--- config.mk ---
export PLATFORM = sky130hd
export DESIGN_NAME = text_line_annotate_filter_unit
export DESIGN_NICKNAME = d
export VERILOG_FILES = /design/src/design/tlaf_pkg.sv /design/src/design/tlaf_front.sv /design/src/design/tlaf_queue.sv /design/src/design/tlaf_back.sv /design/src/design/text_line_annotate_filter_unit.sv
export SDC_FILE = /design/constraint.sdc
export NUM_CORES = 1
export LEC_CHECK = 0
export BUFFER_PORTS_ARGS = -buffer_cell sky130_fd_sc_hd__buf_4
export CORE_ASPECT_RATIO = 2
export CORE_MARGIN = 1.5
export CORE_UTILIZATION = 35
export CTS_CLUSTER_SIZE = 8
export DETAILED_ROUTE_END_ITERATION = 12
export GPL_TIMING_DRIVEN = 0
export PLACE_DENSITY_LB_ADDON = 0.1
export SYNTH_ARGS = -nofsm -noshare
export SYNTH_HDL_FRONTEND = slang
export SYNTH_SLANG_ARGS = --single-unit
--- constraint.sdc ---
create_clock -name clk -period 14.5 [get_ports clk]
set_input_delay 1.45 -clock clk [delete_from_list [all_inputs] [get_ports clk]]
set_output_delay 1.45 -clock clk [all_outputs]
set_load 0.05 [all_outputs]
--- src/design/tlaf_pkg.sv ---
`timescale 1ns / 1ps

package tlaf_pkg;

  localparam int CFG_INDEX_W = 3;
  localparam int CFG_DATA_W  = 8;
  localparam int TAIL_MAX    = 4;
  localparam int TAIL_LEN_W  = 3;
  localparam int QDEPTH      = 4;
  localparam int QPTR_W      = $clog2(QDEPTH);
  localparam int QCNT_W      = $clog2(QDEPTH + 1);

  localparam logic [CFG_INDEX_W-1:0] REG_NUMBER_MODE      = 3'd0;
  localparam logic [CFG_INDEX_W-1:0] REG_SQUEEZE_BLANK    = 3'd1;
  localparam logic [CFG_INDEX_W-1:0] REG_SHOW_ENDS        = 3'd2;
  localparam logic [CFG_INDEX_W-1:0] REG_SHOW_TABS        = 3'd3;
  localparam logic [CFG_INDEX_W-1:0] REG_SHOW_NONPRINTING = 3'd4;

  localparam logic [1:0] NUM_NONE = 2'd0;
  localparam logic [1:0] NUM_ALL  = 2'd1;

  localparam logic [7:0] CH_NL     = 8'h0A;
  localparam logic [7:0] CH_TAB    = 8'h09;
  localparam logic [7:0] CH_SPACE  = 8'h20;
  localparam logic [7:0] CH_DOLLAR = 8'h24;
  localparam logic [7:0] CH_CARET  = 8'h5E;
  localparam logic [7:0] CH_I      = 8'h49;
  localparam logic [7:0] CH_M      = 8'h4D;
  localparam logic [7:0] CH_DASH   = 8'h2D;
  localparam logic [7:0] CH_QMARK  = 8'h3F;
  localparam logic [7:0] CH_DEL    = 8'h7F;
  localparam logic [7:0] CH_CTRL   = 8'h40;
  localparam logic [3:0] DIGIT_HI  = 4'h3;

  typedef struct packed {
    logic [1:0] number_mode;
    logic       squeeze_blank;
    logic       show_ends;
    logic       show_tabs;
    logic       show_nonprinting;
  } tlaf_cfg_t;

  typedef struct packed {
    logic                           has_num;
    logic [TAIL_LEN_W-1:0]          len;
    logic [TAIL_MAX-1:0][7:0]       bytes;
  } tlaf_tail_t;

  typedef struct packed {
    logic full;
    logic valid;
  } tlaf_qstat_t;

endpackage

--- src/design/tlaf_front.sv ---
`timescale 1ns / 1ps

module tlaf_front #(
  parameter int NUMBER_DIGITS = 6
) (
  input  logic                        clk,
  input  logic                        rst_n,
  input  tlaf_pkg::tlaf_cfg_t         cfg,
  input  logic                        in_valid,
  input  logic [7:0]                  in_data_byte,
  input  logic                        in_file_start,
  input  logic                        q_full,
  output logic                        push,
  output tlaf_pkg::tlaf_tail_t        push_tail,
  output logic [4*NUMBER_DIGITS-1:0]  push_bcd
);
  import tlaf_pkg::*;

  localparam int BCD_W = 4 * NUMBER_DIGITS;

  logic             at_line_start_r, at_line_start_nxt;
  logic             blank_seen_r, blank_seen_nxt;
  logic [BCD_W-1:0] line_number_r, line_number_nxt;

  logic             accept;
  logic             als, bs, squeezed, number_it, is_nl;
  logic [BCD_W-1:0] ln, ln_inc;
  logic             all_nine, carry;
  logic [6:0]       lo;
  logic             ctrl;
  logic [7:0]       caret_ch;

  assign accept = in_valid && !q_full;
  assign is_nl  = (in_data_byte == CH_NL);
  assign als    = in_file_start || at_line_start_r;
  assign bs     = in_file_start ? 1'b0 : blank_seen_r;
  assign ln     = in_file_start ? '0 : line_number_r;

  always_comb begin
    all_nine = 1'b1;
    carry    = 1'b1;
    ln_inc   = ln;
    for (int i = 0; i < NUMBER_DIGITS; i++) begin
      if (ln[4*i +: 4] != 4'd9) all_nine = 1'b0;
    end
    for (int i = 0; i < NUMBER_DIGITS; i++) begin
      if (carry) begin
        if (ln[4*i +: 4] >= 4'd9) begin
          ln_inc[4*i +: 4] = 4'd0;
        end else begin
          ln_inc[4*i +: 4] = ln[4*i +: 4] + 4'd1;
          carry = 1'b0;
        end
      end
    end
    if (all_nine) ln_inc = ln;
  end

  always_comb begin
    squeezed          = als && cfg.squeeze_blank && is_nl && bs;
    number_it         = als && ((cfg.number_mode == NUM_ALL) ||
                                (cfg.number_mode[1] && !is_nl));
    blank_seen_nxt    = (als && cfg.squeeze_blank) ? is_nl : bs;
    line_number_nxt   = number_it ? ln_inc : ln;
    at_line_start_nxt = is_nl;
    if (squeezed) begin
      blank_seen_nxt    = 1'b1;
      line_number_nxt   = ln;
      at_line_start_nxt = 1'b1;
    end
  end

  assign lo       = in_data_byte[6:0];
  assign ctrl     = (lo < 7'h20) || (lo == CH_DEL[6:0]);
  assign caret_ch = (lo == CH_DEL[6:0]) ? CH_QMARK : ({1'b0, lo} | CH_CTRL);

  always_comb begin
    push_tail         = '0;
    push_tail.has_num = number_it;
    push_tail.len     = TAIL_LEN_W'(1);
    push_tail.bytes[0] = in_data_byte;
    if (is_nl) begin
      if (cfg.show_ends) begin
        push_tail.len      = TAIL_LEN_W'(2);
        push_tail.bytes[0] = CH_DOLLAR;
        push_tail.bytes[1] = CH_NL;
      end
    end else if (in_data_byte == CH_TAB) begin
      if (cfg.show_tabs) begin
        push_tail.len      = TAIL_LEN_W'(2);
        push_tail.bytes[0] = CH_CARET;
        push_tail.bytes[1] = CH_I;
      end
    end else if (cfg.show_nonprinting) begin
      case ({in_data_byte[7], ctrl})
        2'b11: begin
          push_tail.len      = TAIL_LEN_W'(4);
          push_tail.bytes[0] = CH_M;
          push_tail.bytes[1] = CH_DASH;
          push_tail.bytes[2] = CH_CARET;
          push_tail.bytes[3] = caret_ch;
        end
        2'b10: begin
          push_tail.len      = TAIL_LEN_W'(3);
          push_tail.bytes[0] = CH_M;
          push_tail.bytes[1] = CH_DASH;
          push_tail.bytes[2] = {1'b0, lo};
        end
        2'b01: begin
          push_tail.len      = TAIL_LEN_W'(2);
          push_tail.bytes[0] = CH_CARET;
          push_tail.bytes[1] = caret_ch;
        end
        default: begin
          push_tail.bytes[0] = in_data_byte;
        end
      endcase
    end
  end

  assign push     = accept && !squeezed;
  assign push_bcd = ln_inc;

  always_ff @(posedge clk) begin
    if (!rst_n) begin
      at_line_start_r <= 1'b1;
      blank_seen_r    <= 1'b0;
      line_number_r   <= '0;
    end else if (accept) begin
      at_line_start_r <= at_line_start_nxt;
      blank_seen_r    <= blank_seen_nxt;
      line_number_r   <= line_number_nxt;
    end
  end

endmodule

--- src/design/tlaf_queue.sv ---
`timescale 1ns / 1ps

module tlaf_queue #(
  parameter int NUMBER_DIGITS = 6
) (
  input  logic                        clk,
  input  logic                        rst_n,
  input  logic                        push,
  input  tlaf_pkg::tlaf_tail_t        push_tail,
  input  logic [4*NUMBER_DIGITS-1:0]  push_bcd,
  input  logic                        pop,
  output tlaf_pkg::tlaf_qstat_t       stat,
  output tlaf_pkg::tlaf_tail_t        head_tail,
  output logic [4*NUMBER_DIGITS-1:0]  head_bcd
);
  import tlaf_pkg::*;

  tlaf_tail_t                 tail_r [QDEPTH];
  logic [4*NUMBER_DIGITS-1:0] bcd_r  [QDEPTH];
  logic [QPTR_W-1:0]          wr_ptr_r, rd_ptr_r;
  logic [QCNT_W-1:0]          count_r, count_nxt;

  assign stat.full  = (count_r == QCNT_W'(QDEPTH));
  assign stat.valid = (count_r != '0);
  assign head_tail  = tail_r[rd_ptr_r];
  assign head_bcd   = bcd_r[rd_ptr_r];

  always_comb begin
    count_nxt = count_r;
    case ({push, pop})
      2'b10:   count_nxt = count_r + QCNT_W'(1);
      2'b01:   count_nxt = count_r - QCNT_W'(1);
      default: count_nxt = count_r;
    endcase
  end

  always_ff @(posedge clk) begin
    if (!rst_n) begin
      wr_ptr_r <= '0;
      rd_ptr_r <= '0;
      count_r  <= '0;
    end else begin
      if (push) wr_ptr_r <= wr_ptr_r + QPTR_W'(1);
      if (pop)  rd_ptr_r <= rd_ptr_r + QPTR_W'(1);
      count_r <= count_nxt;
    end
  end

  always_ff @(posedge clk) begin
    if (push) begin
      tail_r[wr_ptr_r] <= push_tail;
      bcd_r[wr_ptr_r]  <= push_bcd;
    end
  end

endmodule

--- src/design/tlaf_back.sv ---
`timescale 1ns / 1ps

module tlaf_back #(
  parameter int NUMBER_DIGITS = 6
) (
  input  logic                        clk,
  input  logic                        rst_n,
  input  logic                        q_valid,
  input  tlaf_pkg::tlaf_tail_t        head_tail,
  input  logic [4*NUMBER_DIGITS-1:0]  head_bcd,
  output logic                        pop,
  output logic                        out_valid,
  output logic [7:0]                  out_byte,
  output logic                        out_last,
  input  logic                        out_stall
);
  import tlaf_pkg::*;

  localparam int IDX_W = $clog2(NUMBER_DIGITS + TAIL_MAX + 1);

  logic [IDX_W-1:0]         idx_r, idx_nxt;
  logic                     out_valid_r;
  logic [7:0]               out_byte_r, byte_nxt;
  logic                     out_last_r, last_nxt;
  logic                     load;
  logic [IDX_W-1:0]         num_len, total, tail_idx;
  logic [NUMBER_DIGITS-1:0] lz;
  logic                     run;

  assign load     = q_valid && (!out_valid_r || !out_stall);
  assign num_len  = head_tail.has_num ? IDX_W'(NUMBER_DIGITS + 1) : '0;
  assign total    = num_len + IDX_W'(head_tail.len);
  assign tail_idx = idx_r - num_len;
  assign last_nxt = (idx_r == total - IDX_W'(1));
  assign pop      = load && last_nxt;
  assign idx_nxt  = last_nxt ? '0 : idx_r + IDX_W'(1);

  always_comb begin
    run = 1'b1;
    lz  = '0;
    for (int i = NUMBER_DIGITS - 1; i >= 0; i--) begin
      run   = run && (head_bcd[4*i +: 4] == 4'd0);
      lz[i] = run;
    end
  end

  always_comb begin
    byte_nxt = head_tail.bytes[tail_idx[1:0]];
    if (head_tail.has_num) begin
      if (idx_r == IDX_W'(NUMBER_DIGITS)) byte_nxt = CH_TAB;
      for (int p = 0; p < NUMBER_DIGITS; p++) begin
        if (idx_r == IDX_W'(p)) begin
          if (lz[NUMBER_DIGITS-1-p] && (p != NUMBER_DIGITS - 1)) begin
            byte_nxt = CH_SPACE;
          end else begin
            byte_nxt = {DIGIT_HI, head_bcd[4*(NUMBER_DIGITS-1-p) +: 4]};
          end
        end
      end
    end
  end

  always_ff @(posedge clk) begin
    if (!rst_n) begin
      idx_r       <= '0;
      out_valid_r <= 1'b0;
    end else begin
      if (load) begin
        idx_r       <= idx_nxt;
        out_valid_r <= 1'b1;
      end else if (!out_stall) begin
        out_valid_r <= 1'b0;
      end
    end
  end

  always_ff @(posedge clk) begin
    if (load) begin
      out_byte_r <= byte_nxt;
      out_last_r <= last_nxt;
    end
  end

  assign out_valid = out_valid_r;
  assign out_byte  = out_byte_r;
  assign out_last  = out_last_r;

endmodule

--- src/design/text_line_annotate_filter_unit.sv ---
`timescale 1ns / 1ps
// Channel  Direction  Handshake           Payload
// in_      input      in_valid/in_stall   in_data_byte, in_file_start
// out_     output     out_valid/out_stall out_byte, out_last
// cfg_     input      cfg_valid/cfg_ready cfg_index, cfg_data
//
// One input byte is taken per cycle while the four-entry queue has room.
// Each byte yields 1 to NUMBER_DIGITS+5 output beats, one per cycle while out_stall
// is low, set by the back-end serializer; a squeezed blank line yields none.
// rst_n is synchronous: line state, queue and output valid flag clear.
// in_stall rises when the queue is full; out_stall holds the output register.

module text_line_annotate_filter_unit #(
  parameter int NUMBER_DIGITS = 6
) (
  input  logic                            clk,
  input  logic                            rst_n,
  input  logic                            in_valid,
  output logic                            in_stall,
  input  logic [7:0]                      in_data_byte,
  input  logic                            in_file_start,
  output logic                            out_valid,
  input  logic                            out_stall,
  output logic [7:0]                      out_byte,
  output logic                            out_last,
  input  logic                            cfg_valid,
  output logic                            cfg_ready,
  input  logic [tlaf_pkg::CFG_INDEX_W-1:0] cfg_index,
  input  logic [tlaf_pkg::CFG_DATA_W-1:0]  cfg_data
);
  import tlaf_pkg::*;

  tlaf_cfg_t                  cfg_r;
  tlaf_qstat_t                qstat;
  tlaf_tail_t                 push_tail, head_tail;
  logic [4*NUMBER_DIGITS-1:0] push_bcd, head_bcd;
  logic                       push, pop;

  assign cfg_ready = 1'b1;
  assign in_stall  = qstat.full;

  always_ff @(posedge clk) begin
    if (!rst_n) begin
      cfg_r <= '0;
    end else if (cfg_valid && cfg_ready) begin
      case (cfg_index)
        REG_NUMBER_MODE:      cfg_r.number_mode      <= cfg_data[1:0];
        REG_SQUEEZE_BLANK:    cfg_r.squeeze_blank    <= cfg_data[0];
        REG_SHOW_ENDS:        cfg_r.show_ends        <= cfg_data[0];
        REG_SHOW_TABS:        cfg_r.show_tabs        <= cfg_data[0];
        REG_SHOW_NONPRINTING: cfg_r.show_nonprinting <= cfg_data[0];
        default:              cfg_r                  <= cfg_r;
      endcase
    end
  end

  tlaf_front #(.NUMBER_DIGITS(NUMBER_DIGITS)) u_front (
    .clk           (clk),
    .rst_n         (rst_n),
    .cfg           (cfg_r),
    .in_valid      (in_valid),
    .in_data_byte  (in_data_byte),
    .in_file_start (in_file_start),
    .q_full        (qstat.full),
    .push          (push),
    .push_tail     (push_tail),
    .push_bcd      (push_bcd)
  );

  tlaf_queue #(.NUMBER_DIGITS(NUMBER_DIGITS)) u_queue (
    .clk       (clk),
    .rst_n     (rst_n),
    .push      (push),
    .push_tail (push_tail),
    .push_bcd  (push_bcd),
    .pop       (pop),
    .stat      (qstat),
    .head_tail (head_tail),
    .head_bcd  (head_bcd)
  );

  tlaf_back #(.NUMBER_DIGITS(NUMBER_DIGITS)) u_back (
    .clk       (clk),
    .rst_n     (rst_n),
    .q_valid   (qstat.valid),
    .head_tail (head_tail),
    .head_bcd  (head_bcd),
    .pop       (pop),
    .out_valid (out_valid),
    .out_byte  (out_byte),
    .out_last  (out_last),
    .out_stall (out_stall)
  );

`ifndef NO_ASSERTIONS
  a_no_push_full: assert property (@(posedge clk) disable iff (!rst_n)
    !(push && qstat.full))
    else $error("queue written while full");

  a_pop_valid: assert property (@(posedge clk) disable iff (!rst_n)
    pop |-> qstat.valid)
    else $error("queue popped while empty");

  a_drain: assert property (@(posedge clk) disable iff (!rst_n)
    (out_valid && !out_stall && !qstat.valid) |=> !out_valid)
    else $error("output beat without queued work");

  a_first_line: assert property (@(posedge clk) disable iff (!rst_n)
    (push && in_file_start && cfg_r.number_mode == NUM_ALL) |->
      (push_bcd == (4*NUMBER_DIGITS)'(1)))
    else $error("line number not restarted at file start");
`endif

endmodule
---- Word-level counts from Yosys, hierarchy flattened ----
Memory sizes are Yosys's and may differ from the RTL's. A register that Yosys moved wholly into a read port is not among the register bits.
Index checks and enable logic that the tools add are counted.
operators by class
  order comparisons ....................... 8
  add/subtract/negate cells ............... 14
  reductions and logical operators ........ 37
  multiplexer cells ....................... 77
  eq/ne operators ......................... 28
operators by type and width
  operator             number
  $mux 24              4
  $mux 8               10
  $mux 16              4
  $mux 4               12
  $mux 35              1
  $pmux 8 s2           2
  $add 4x1->4 const B  7
  $mux 5               5
  $ge 4x4->1 const B   6
  $logic_not 4->1      6
  $ne 4x4->1 const B   6
  $mux 1               23
  $bmux 8 s2           1
  $eq 8x4->1 const B   2
  $mux 15              1
  $pmux 7 s2           1
  $logic_and 1x1->1    13
  $eq 4x3->1 const B   3
  $mux 12              1
  $mux 2               6
  $reduce_and 2->1     5
  $mux 3               3
  $pmux 3 s3           1
  $eq 4x2->1 const B   2
  25 further kinds     39
word-level totals
  logic and storage cells ................. 181
  output and inout port bits .............. 12
  flip-flop bits (word level) ............. 53
  RAM bits ................................ 240
  memories kept ........................... 2
  input port bits ......................... 25
memories
  name            depth  width  read ports  clocked after memory_dff  write ports  RTL line          RTL
  u_queue.tail_r  4      36     1           1                         1            tlaf_queue.sv:18  tlaf_tail_t tail_r [QDEPTH];
  u_queue.bcd_r   4      24     1           1                         1            tlaf_queue.sv:19  logic [4*NUMBER_DIGITS-1:0] bcd_r [QDEPTH];

---- Longest topological paths before layout ----
  word-level depth ........................ 12
  gate-level depth with buffers ........... 21
  depth with buffers taken out ............ 17

---- By module ----
A second synthesis with hierarchy kept.
unflattened totals
  cells, all modules ...................... 931
  area, all modules ....................... 13,761.9 um^2
by module, submodules not included
  module                          instances  cells each  area an instance (um^2)
  tlaf_queue                      1          360         9,175.0
  tlaf_front                      1          366         2,701.3
  tlaf_back                       1          177         1,589.0
  text_line_annotate_filter_unit  1          28          296.5

---- Worst setup path after synthesis ----
Ideal clock, no wire load.
  path kind ............................... flip-flop to flip-flop
  from .................................... register (tool-made name)
  to ...................................... register u_queue.count_r[2]
  arrival ................................. 4.506 ns
  setup slack ............................. 9.924 ns
  setup time .............................. 0.070 ns
  period minus slack after synthesis ...... 4.576 ns
  cell stages (with the launch flop) ...... 21
  cell sequence ........................... dfxtp_1 -> buf_2 -> buf_2 -> buf_2 -> mux4_2 -> inv_1 -> ha_1 -> inv_1 -> ha_1 -> inv_1 -> fa_1 -> xnor2_1 -> nor3_1 -> and3_1 -> clkbuf_1 -> ha_1 -> inv_1 -> fa_1 -> xor2_1 -> or3_1 -> a21oi_1
RTL lines
  element               RTL line          RTL
  to (signal assigned)  tlaf_queue.sv:45  count_r <= count_nxt;
  to (decl)             tlaf_queue.sv:21  logic [QCNT_W-1:0] count_r, count_nxt;

==> impl_results.html <==
<table>
<tr><th>Metric</th><th>Value</th></tr>
<tr><th colspan="2">Run status</th></tr>
<tr><td>Status</td><td>completed</td></tr>
<tr><th colspan="2">Routing</th></tr>
<tr><td>Wirelength, routed</td><td>36500 um</td></tr>
<tr><td>Antenna Nets Post-Route</td><td>0</td></tr>
<tr><td>Average wire per standard cell</td><td>around 24 um</td></tr>
<tr><td>DR vias/cell</td><td>around 5.4</td></tr>
<tr><td>Remaining design rule violation count</td><td>0</td></tr>
<tr><td>Total number of vias</td><td>a little over 8000</td></tr>
<tr><td>DRC marker count from the first detailed-route iteration</td><td>about 450</td></tr>
<tr><td>Length of the first detailed-routing pass in iterations</td><td>4</td></tr>
<tr><th colspan="2">Worst hold path</th></tr>
<tr><td>Destination of the worst hold path</td><td>u_front.line_number_r[23]</td></tr>
<tr><td>Worst hold-check path type</td><td>reg2reg</td></tr>
<tr><td>HP Start</td><td>u_front.line_number_r[23]</td></tr>
<tr><td>Hold Path Stages</td><td>2</td></tr>
<tr><th colspan="2">Pwr</th></tr>
<tr><td>Relative contribution of combinational cells to total power</td><td>23.2%</td></tr>
<tr><td>P_int</td><td>1.69 mW</td></tr>
<tr><td>Reg power frac</td><td>about two fifths</td></tr>
<tr><td>Max rail drop VDD</td><td>approximately 0.075 mV</td></tr>
<tr><td>Power density normalized to cell area</td><td>roughly 160 nW/um^2</td></tr>
<tr><td>Clk network pwr share</td><td>between 30% and 40%</td></tr>
<tr><td>LEAKAGE</td><td>approximately 5.3 nW</td></tr>
<tr><td>Switching part of the total</td><td>29.6%</td></tr>
<tr><td>Switching power</td><td>around 710 uW</td></tr>
<tr><th colspan="2">Global routing</th></tr>
<tr><td>First-pass GRT wire length</td><td>approximately 55000 um</td></tr>
<tr><td>Number of global-route vias before repair</td><td>~9000</td></tr>
<tr><td>Pin count of the biggest net entering global routing</td><td>53</td></tr>
<tr><td>Antenna violations before repair</td><td>0</td></tr>
<tr><td>GR Util All Layers</td><td>just under 20%</td></tr>
<tr><td>Gr ovfl total</td><td>0</td></tr>
<tr><th colspan="2">Synth</th></tr>
<tr><td>Warnings, synthesis</td><td>0</td></tr>
<tr><td>Synth Net Count</td><td>between 1000 and 1500</td></tr>
<tr><td>Most instantiated library cell after synthesis</td><td>sky130_fd_sc_hd__edfxtp_1</td></tr>
<tr><td>Area of the mapped netlist</td><td>approximately 13000 sq um</td></tr>
<tr><td>Top-area cell type share of the netlist area</td><td>a little over half</td></tr>
<tr><td>Synth async-reset ratio</td><td>0%</td></tr>
<tr><td>Cell type with the largest total area after synthesis</td><td>sky130_fd_sc_hd__edfxtp_1</td></tr>
<tr><td>#FFs+latches synth</td><td>between 200 and 300</td></tr>
<tr><td>Post-synth top cells</td><td>sky130_fd_sc_hd__edfxtp_1 (237), sky130_fd_sc_hd__nand2_1 (64), sky130_fd_sc_hd__nor2_1 (61)</td></tr>
<tr><td>Count of distinct cell types in the synthesized netlist</td><td>between 70 and 80</td></tr>
<tr><td>Post-Synthesis Cells</td><td>942</td></tr>
<tr><td>Count of flip-flops with a built-in enable after synthesis</td><td>237</td></tr>
<tr><td>Portion of the post-synthesis area used by sequential elements</td><td>between 60% and 70%</td></tr>
<tr><td>Syn avg cell area</td><td>about 14 sq um</td></tr>
<tr><td>Dominant cells by area after synthesis</td><td>sky130_fd_sc_hd__edfxtp_1 (54%), sky130_fd_sc_hd__mux4_2 (10%), sky130_fd_sc_hd__dfxtp_1 (7.0%)</td></tr>
<tr><td>Prevailing post-synth register cell</td><td>sky130_fd_sc_hd__edfxtp_1</td></tr>
<tr><th colspan="2">STA</th></tr>
<tr><td>Unrepaired setup endpoints after global routing</td><td>false</td></tr>
<tr><td>Final Slew Violations</td><td>0</td></tr>
<tr><td>Clock period minus worst slack</td><td>5.76 ns</td></tr>
<tr><td>Final Hold Viols</td><td>0</td></tr>
<tr><td>Total negative slack</td><td>0 ns</td></tr>
<tr><td>Worst Max-Slew Pin Slew</td><td>about 1.2 ns</td></tr>
<tr><td>Final WS setup</td><td>~9 ns</td></tr>
<tr><td>Worst-case hold slack</td><td>~0.45 ns</td></tr>
<tr><td>Setup clock skew after layout</td><td>around 0.026 ns</td></tr>
<tr><td>Top achievable clock speed</td><td>174 MHz</td></tr>
<tr><td>Worst-case headroom to the max-slew limit</td><td>between 15 and 20%</td></tr>
<tr><td>Final worst-path cycle share</td><td>between 30 and 40%</td></tr>
<tr><td>Total of endpoints with negative setup slack in the final report</td><td>0</td></tr>
<tr><th colspan="2">Clocking</th></tr>
<tr><td>CTS clk-pin slew, worst paths</td><td>approximately 0.060 ns</td></tr>
<tr><td>Num CTS Buffers</td><td>between 40 and 50</td></tr>
<tr><td>Root buf cell</td><td>sky130_fd_sc_hd__clkbuf_16</td></tr>
<tr><td>CTS sink cnt</td><td>283</td></tr>
<tr><td>Post-CTS Setup Inserts</td><td>0</td></tr>
<tr><td>Clock tree from TritonCTS</td><td>done</td></tr>
<tr><td>Longest Clk Path Bufs</td><td>3</td></tr>
<tr><td>Clk_lat worst skew</td><td>around 0.54 ns</td></tr>
<tr><td>Hold Buf Count CTS</td><td>0</td></tr>
<tr><td>Number of levels the H-tree was split into</td><td>2</td></tr>
<tr><td># resized after CTS</td><td>0</td></tr>
<tr><th colspan="2">Die</th></tr>
<tr><td>Die footprint</td><td>~39000 sq um</td></tr>
<tr><td>Effective utilization at floorplan</td><td>a little over a third</td></tr>
<tr><td>Area of the core region</td><td>about 37000 sq um</td></tr>
<tr><td>I/O pin count</td><td>37</td></tr>
<tr><td>Rows</td><td>100</td></tr>
<tr><td>Chip width</td><td>about 140 um</td></tr>
<tr><td>Height of the die</td><td>roughly 280 um</td></tr>
<tr><th colspan="2">Placement</th></tr>
<tr><td>Port Buf Inserts</td><td>28</td></tr>
<tr><td>Global placement routability congestion</td><td>between 0.8 and 0.9</td></tr>
<tr><td>Detail Placement HPWL</td><td>approximately 26000 um</td></tr>
<tr><td>Standard cell area after detailed placement</td><td>roughly 14000 sq um</td></tr>
<tr><td>Setup slack at placement</td><td>~8.5 ns</td></tr>
<tr><th colspan="2">Finish</th></tr>
<tr><td>Antenna diodes</td><td>0</td></tr>
<tr><td>Area delta synth-&gt;final</td><td>16.0%</td></tr>
<tr><td>Net count of the finished layout</td><td>1082</td></tr>
<tr><td>Proportion of layout cells with a drive suffix above 1</td><td>17.1%</td></tr>
<tr><td>Fraction of the core area covered by cells at the end of the flow</td><td>41.1%</td></tr>
<tr><td>Area of all placed cells without fillers</td><td>roughly 15000 sq um</td></tr>
<tr><th colspan="2">Critical path</th></tr>
<tr><td>Data arrival time of the worst path</td><td>just over 6 ns</td></tr>
<tr><td>Classification of the worst setup path</td><td>reg2reg</td></tr>
<tr><td>Slack of the worst reg-to-reg path</td><td>a little under 9 ns</td></tr>
<tr><td>Slowest cell delay on critical path</td><td>roughly 0.6 ns</td></tr>
<tr><td>CP endpoint kind</td><td>flop</td></tr>
<tr><td>Type of element launching the critical path</td><td>flop</td></tr>
<tr><td>Data required time of the critical path</td><td>14.95 ns</td></tr>
<tr><td>Logic depth of the worst register-to-register path</td><td>21</td></tr>
<tr><td>CP max FO</td><td>10</td></tr>
<tr><td>Most prevalent standard cell on the critical path</td><td>sky130_fd_sc_hd__inv_1</td></tr>
<tr><td>Reg2reg end</td><td>u_queue.count_r[2]</td></tr>
<tr><td>Cells along the critical path</td><td>clkbuf_2, buf_2, buf_2, clkbuf_1, mux4_2, inv_1, ha_1, inv_1, ha_1, inv_1, fa_1, xnor2_1, nor3_1, and3_1, clkbuf_1, ha_1, inv_1, fa_1, xor2_1, or3_1, a21oi_1</td></tr>
<tr><td>Library cell contributing the largest single delay on the critical path</td><td>sky130_fd_sc_hd__clkbuf_1</td></tr>
<tr><th colspan="2">Run</th></tr>
<tr><td>Maximum capacitance violations</td><td>0</td></tr>
</table>
[layer usage]
layer	track usage, %	routed length, um
met1	18.4	12300
met3	2.23	864
met5	0	0
met4	12.6	2570
met2	38.1	20800
[worst max-delay path: cells and delay by family, from the launching register on]
kind            cells  cell delay, ns
buf+inv             9            2.37
compound gates      1            0.13
mux                 1            0.42
fa+ha+maj           5            1.49
flops               1            0.30
simple gates        3            0.66
xor+xnor            2            0.31
[cells by family (layout without fill, tap and decap cells)]
| logic type | count (synthesis) | after routing | share of synthesized area (%) |
|---|---|---|---|
| AOI/OAI and AO/OA | 162 | 162 | 8.25 |
| xor gates and xnor gates | 20 | 20 | 1.48 |
| adders and majority gates | 39 | 39 | 3.84 |
| buffers and inverters | 91 | 197 | 2.81 |
| DFF | 283 | 283 | 61.3 |
| muxes | 80 | 80 | 11.8 |
| other | 1 | 1 | 0.0286 |
| and+or+nand+nor | 266 | 266 | 10.5 |
[worst max path at each step]
stage,start,to,cells past startpoint
3_5_place_dp,in_file_start,u_queue.bcd_r[0][16],13
3_3_place_gp,in_file_start,u_queue.bcd_r[0][16],13
5_1_grt,flop,u_queue.count_r[2],20
2_1_floorplan,flop,u_queue.count_r[2],20
6_report,flop,u_queue.count_r[2],21
4_1_cts,flop,u_queue.count_r[2],20
[registers in the layout (all words and copies together), names as in the netlist, named ones only]
| signal | cells |
|---|---|
| cfg_r | 6 |
| u_back.idx_r | 4 |
| u_back.out_byte | 8 |
| u_back.out_last | 1 |
| u_back.out_valid | 1 |
| u_front.at_line_start_r | 1 |
| u_front.blank_seen_r | 1 |
| u_front.line_number_r | 24 |
| u_queue.bcd_r | 96 |
| u_queue.count_r | 3 |
| u_queue.rd_ptr_r | 2 |
| u_queue.tail_r | 132 |
| u_queue.wr_ptr_r | 2 |
[cell type report]
type | count | area [sq um]
buffer | 47 | 203
timing repair buffer | 33 | 348
clock inverter | 3 | 25.0
fill | 3486 | 21800
multi-input combinational | 568 | 4720
inverter | 44 | 165
sequential | 283 | 8040
tap | 459 | 574
clock buffer | 70 | 1130
[through the flow]
| stage | instances | total power, mW |
|---|---|---|
| finish | 1507 | 2.40 |
| global route | 1507 | 2.50 |
| CTS | 1507 | 2.44 |
| detailed placement | 1434 | 1.56 |
| global placement | 1429 | 1.54 |
| floorplan | 942 | 1.35 |
[power groups by stage]
| stage | clock network (mW) | registers, mW | logic, mW |
|---|---|---|---|
| floorplan | 0 | 1.03 | 0.312 |
| global placement | 0 | 0.995 | 0.549 |
| detailed placement | 0 | 0.990 | 0.569 |
| CTS | 0.892 | 0.974 | 0.570 |
| global route | 0.924 | 0.978 | 0.596 |
| finish | 0.870 | 0.974 | 0.556 |
[placed cells by master (no fill, tap or decap), drive strengths merged, types with 14 or more instances in the layout]
master	count
buf	46
nand2	65
nand3	19
nor3	17
edfxtp	237
dfxtp	46
and3	14
inv	45
ha	37
clkbuf	104
nor2	62
a21oi	45
o21ai	38
mux2i	19
mux4	59
Note: power is estimated with default switching activity, not from simulation.
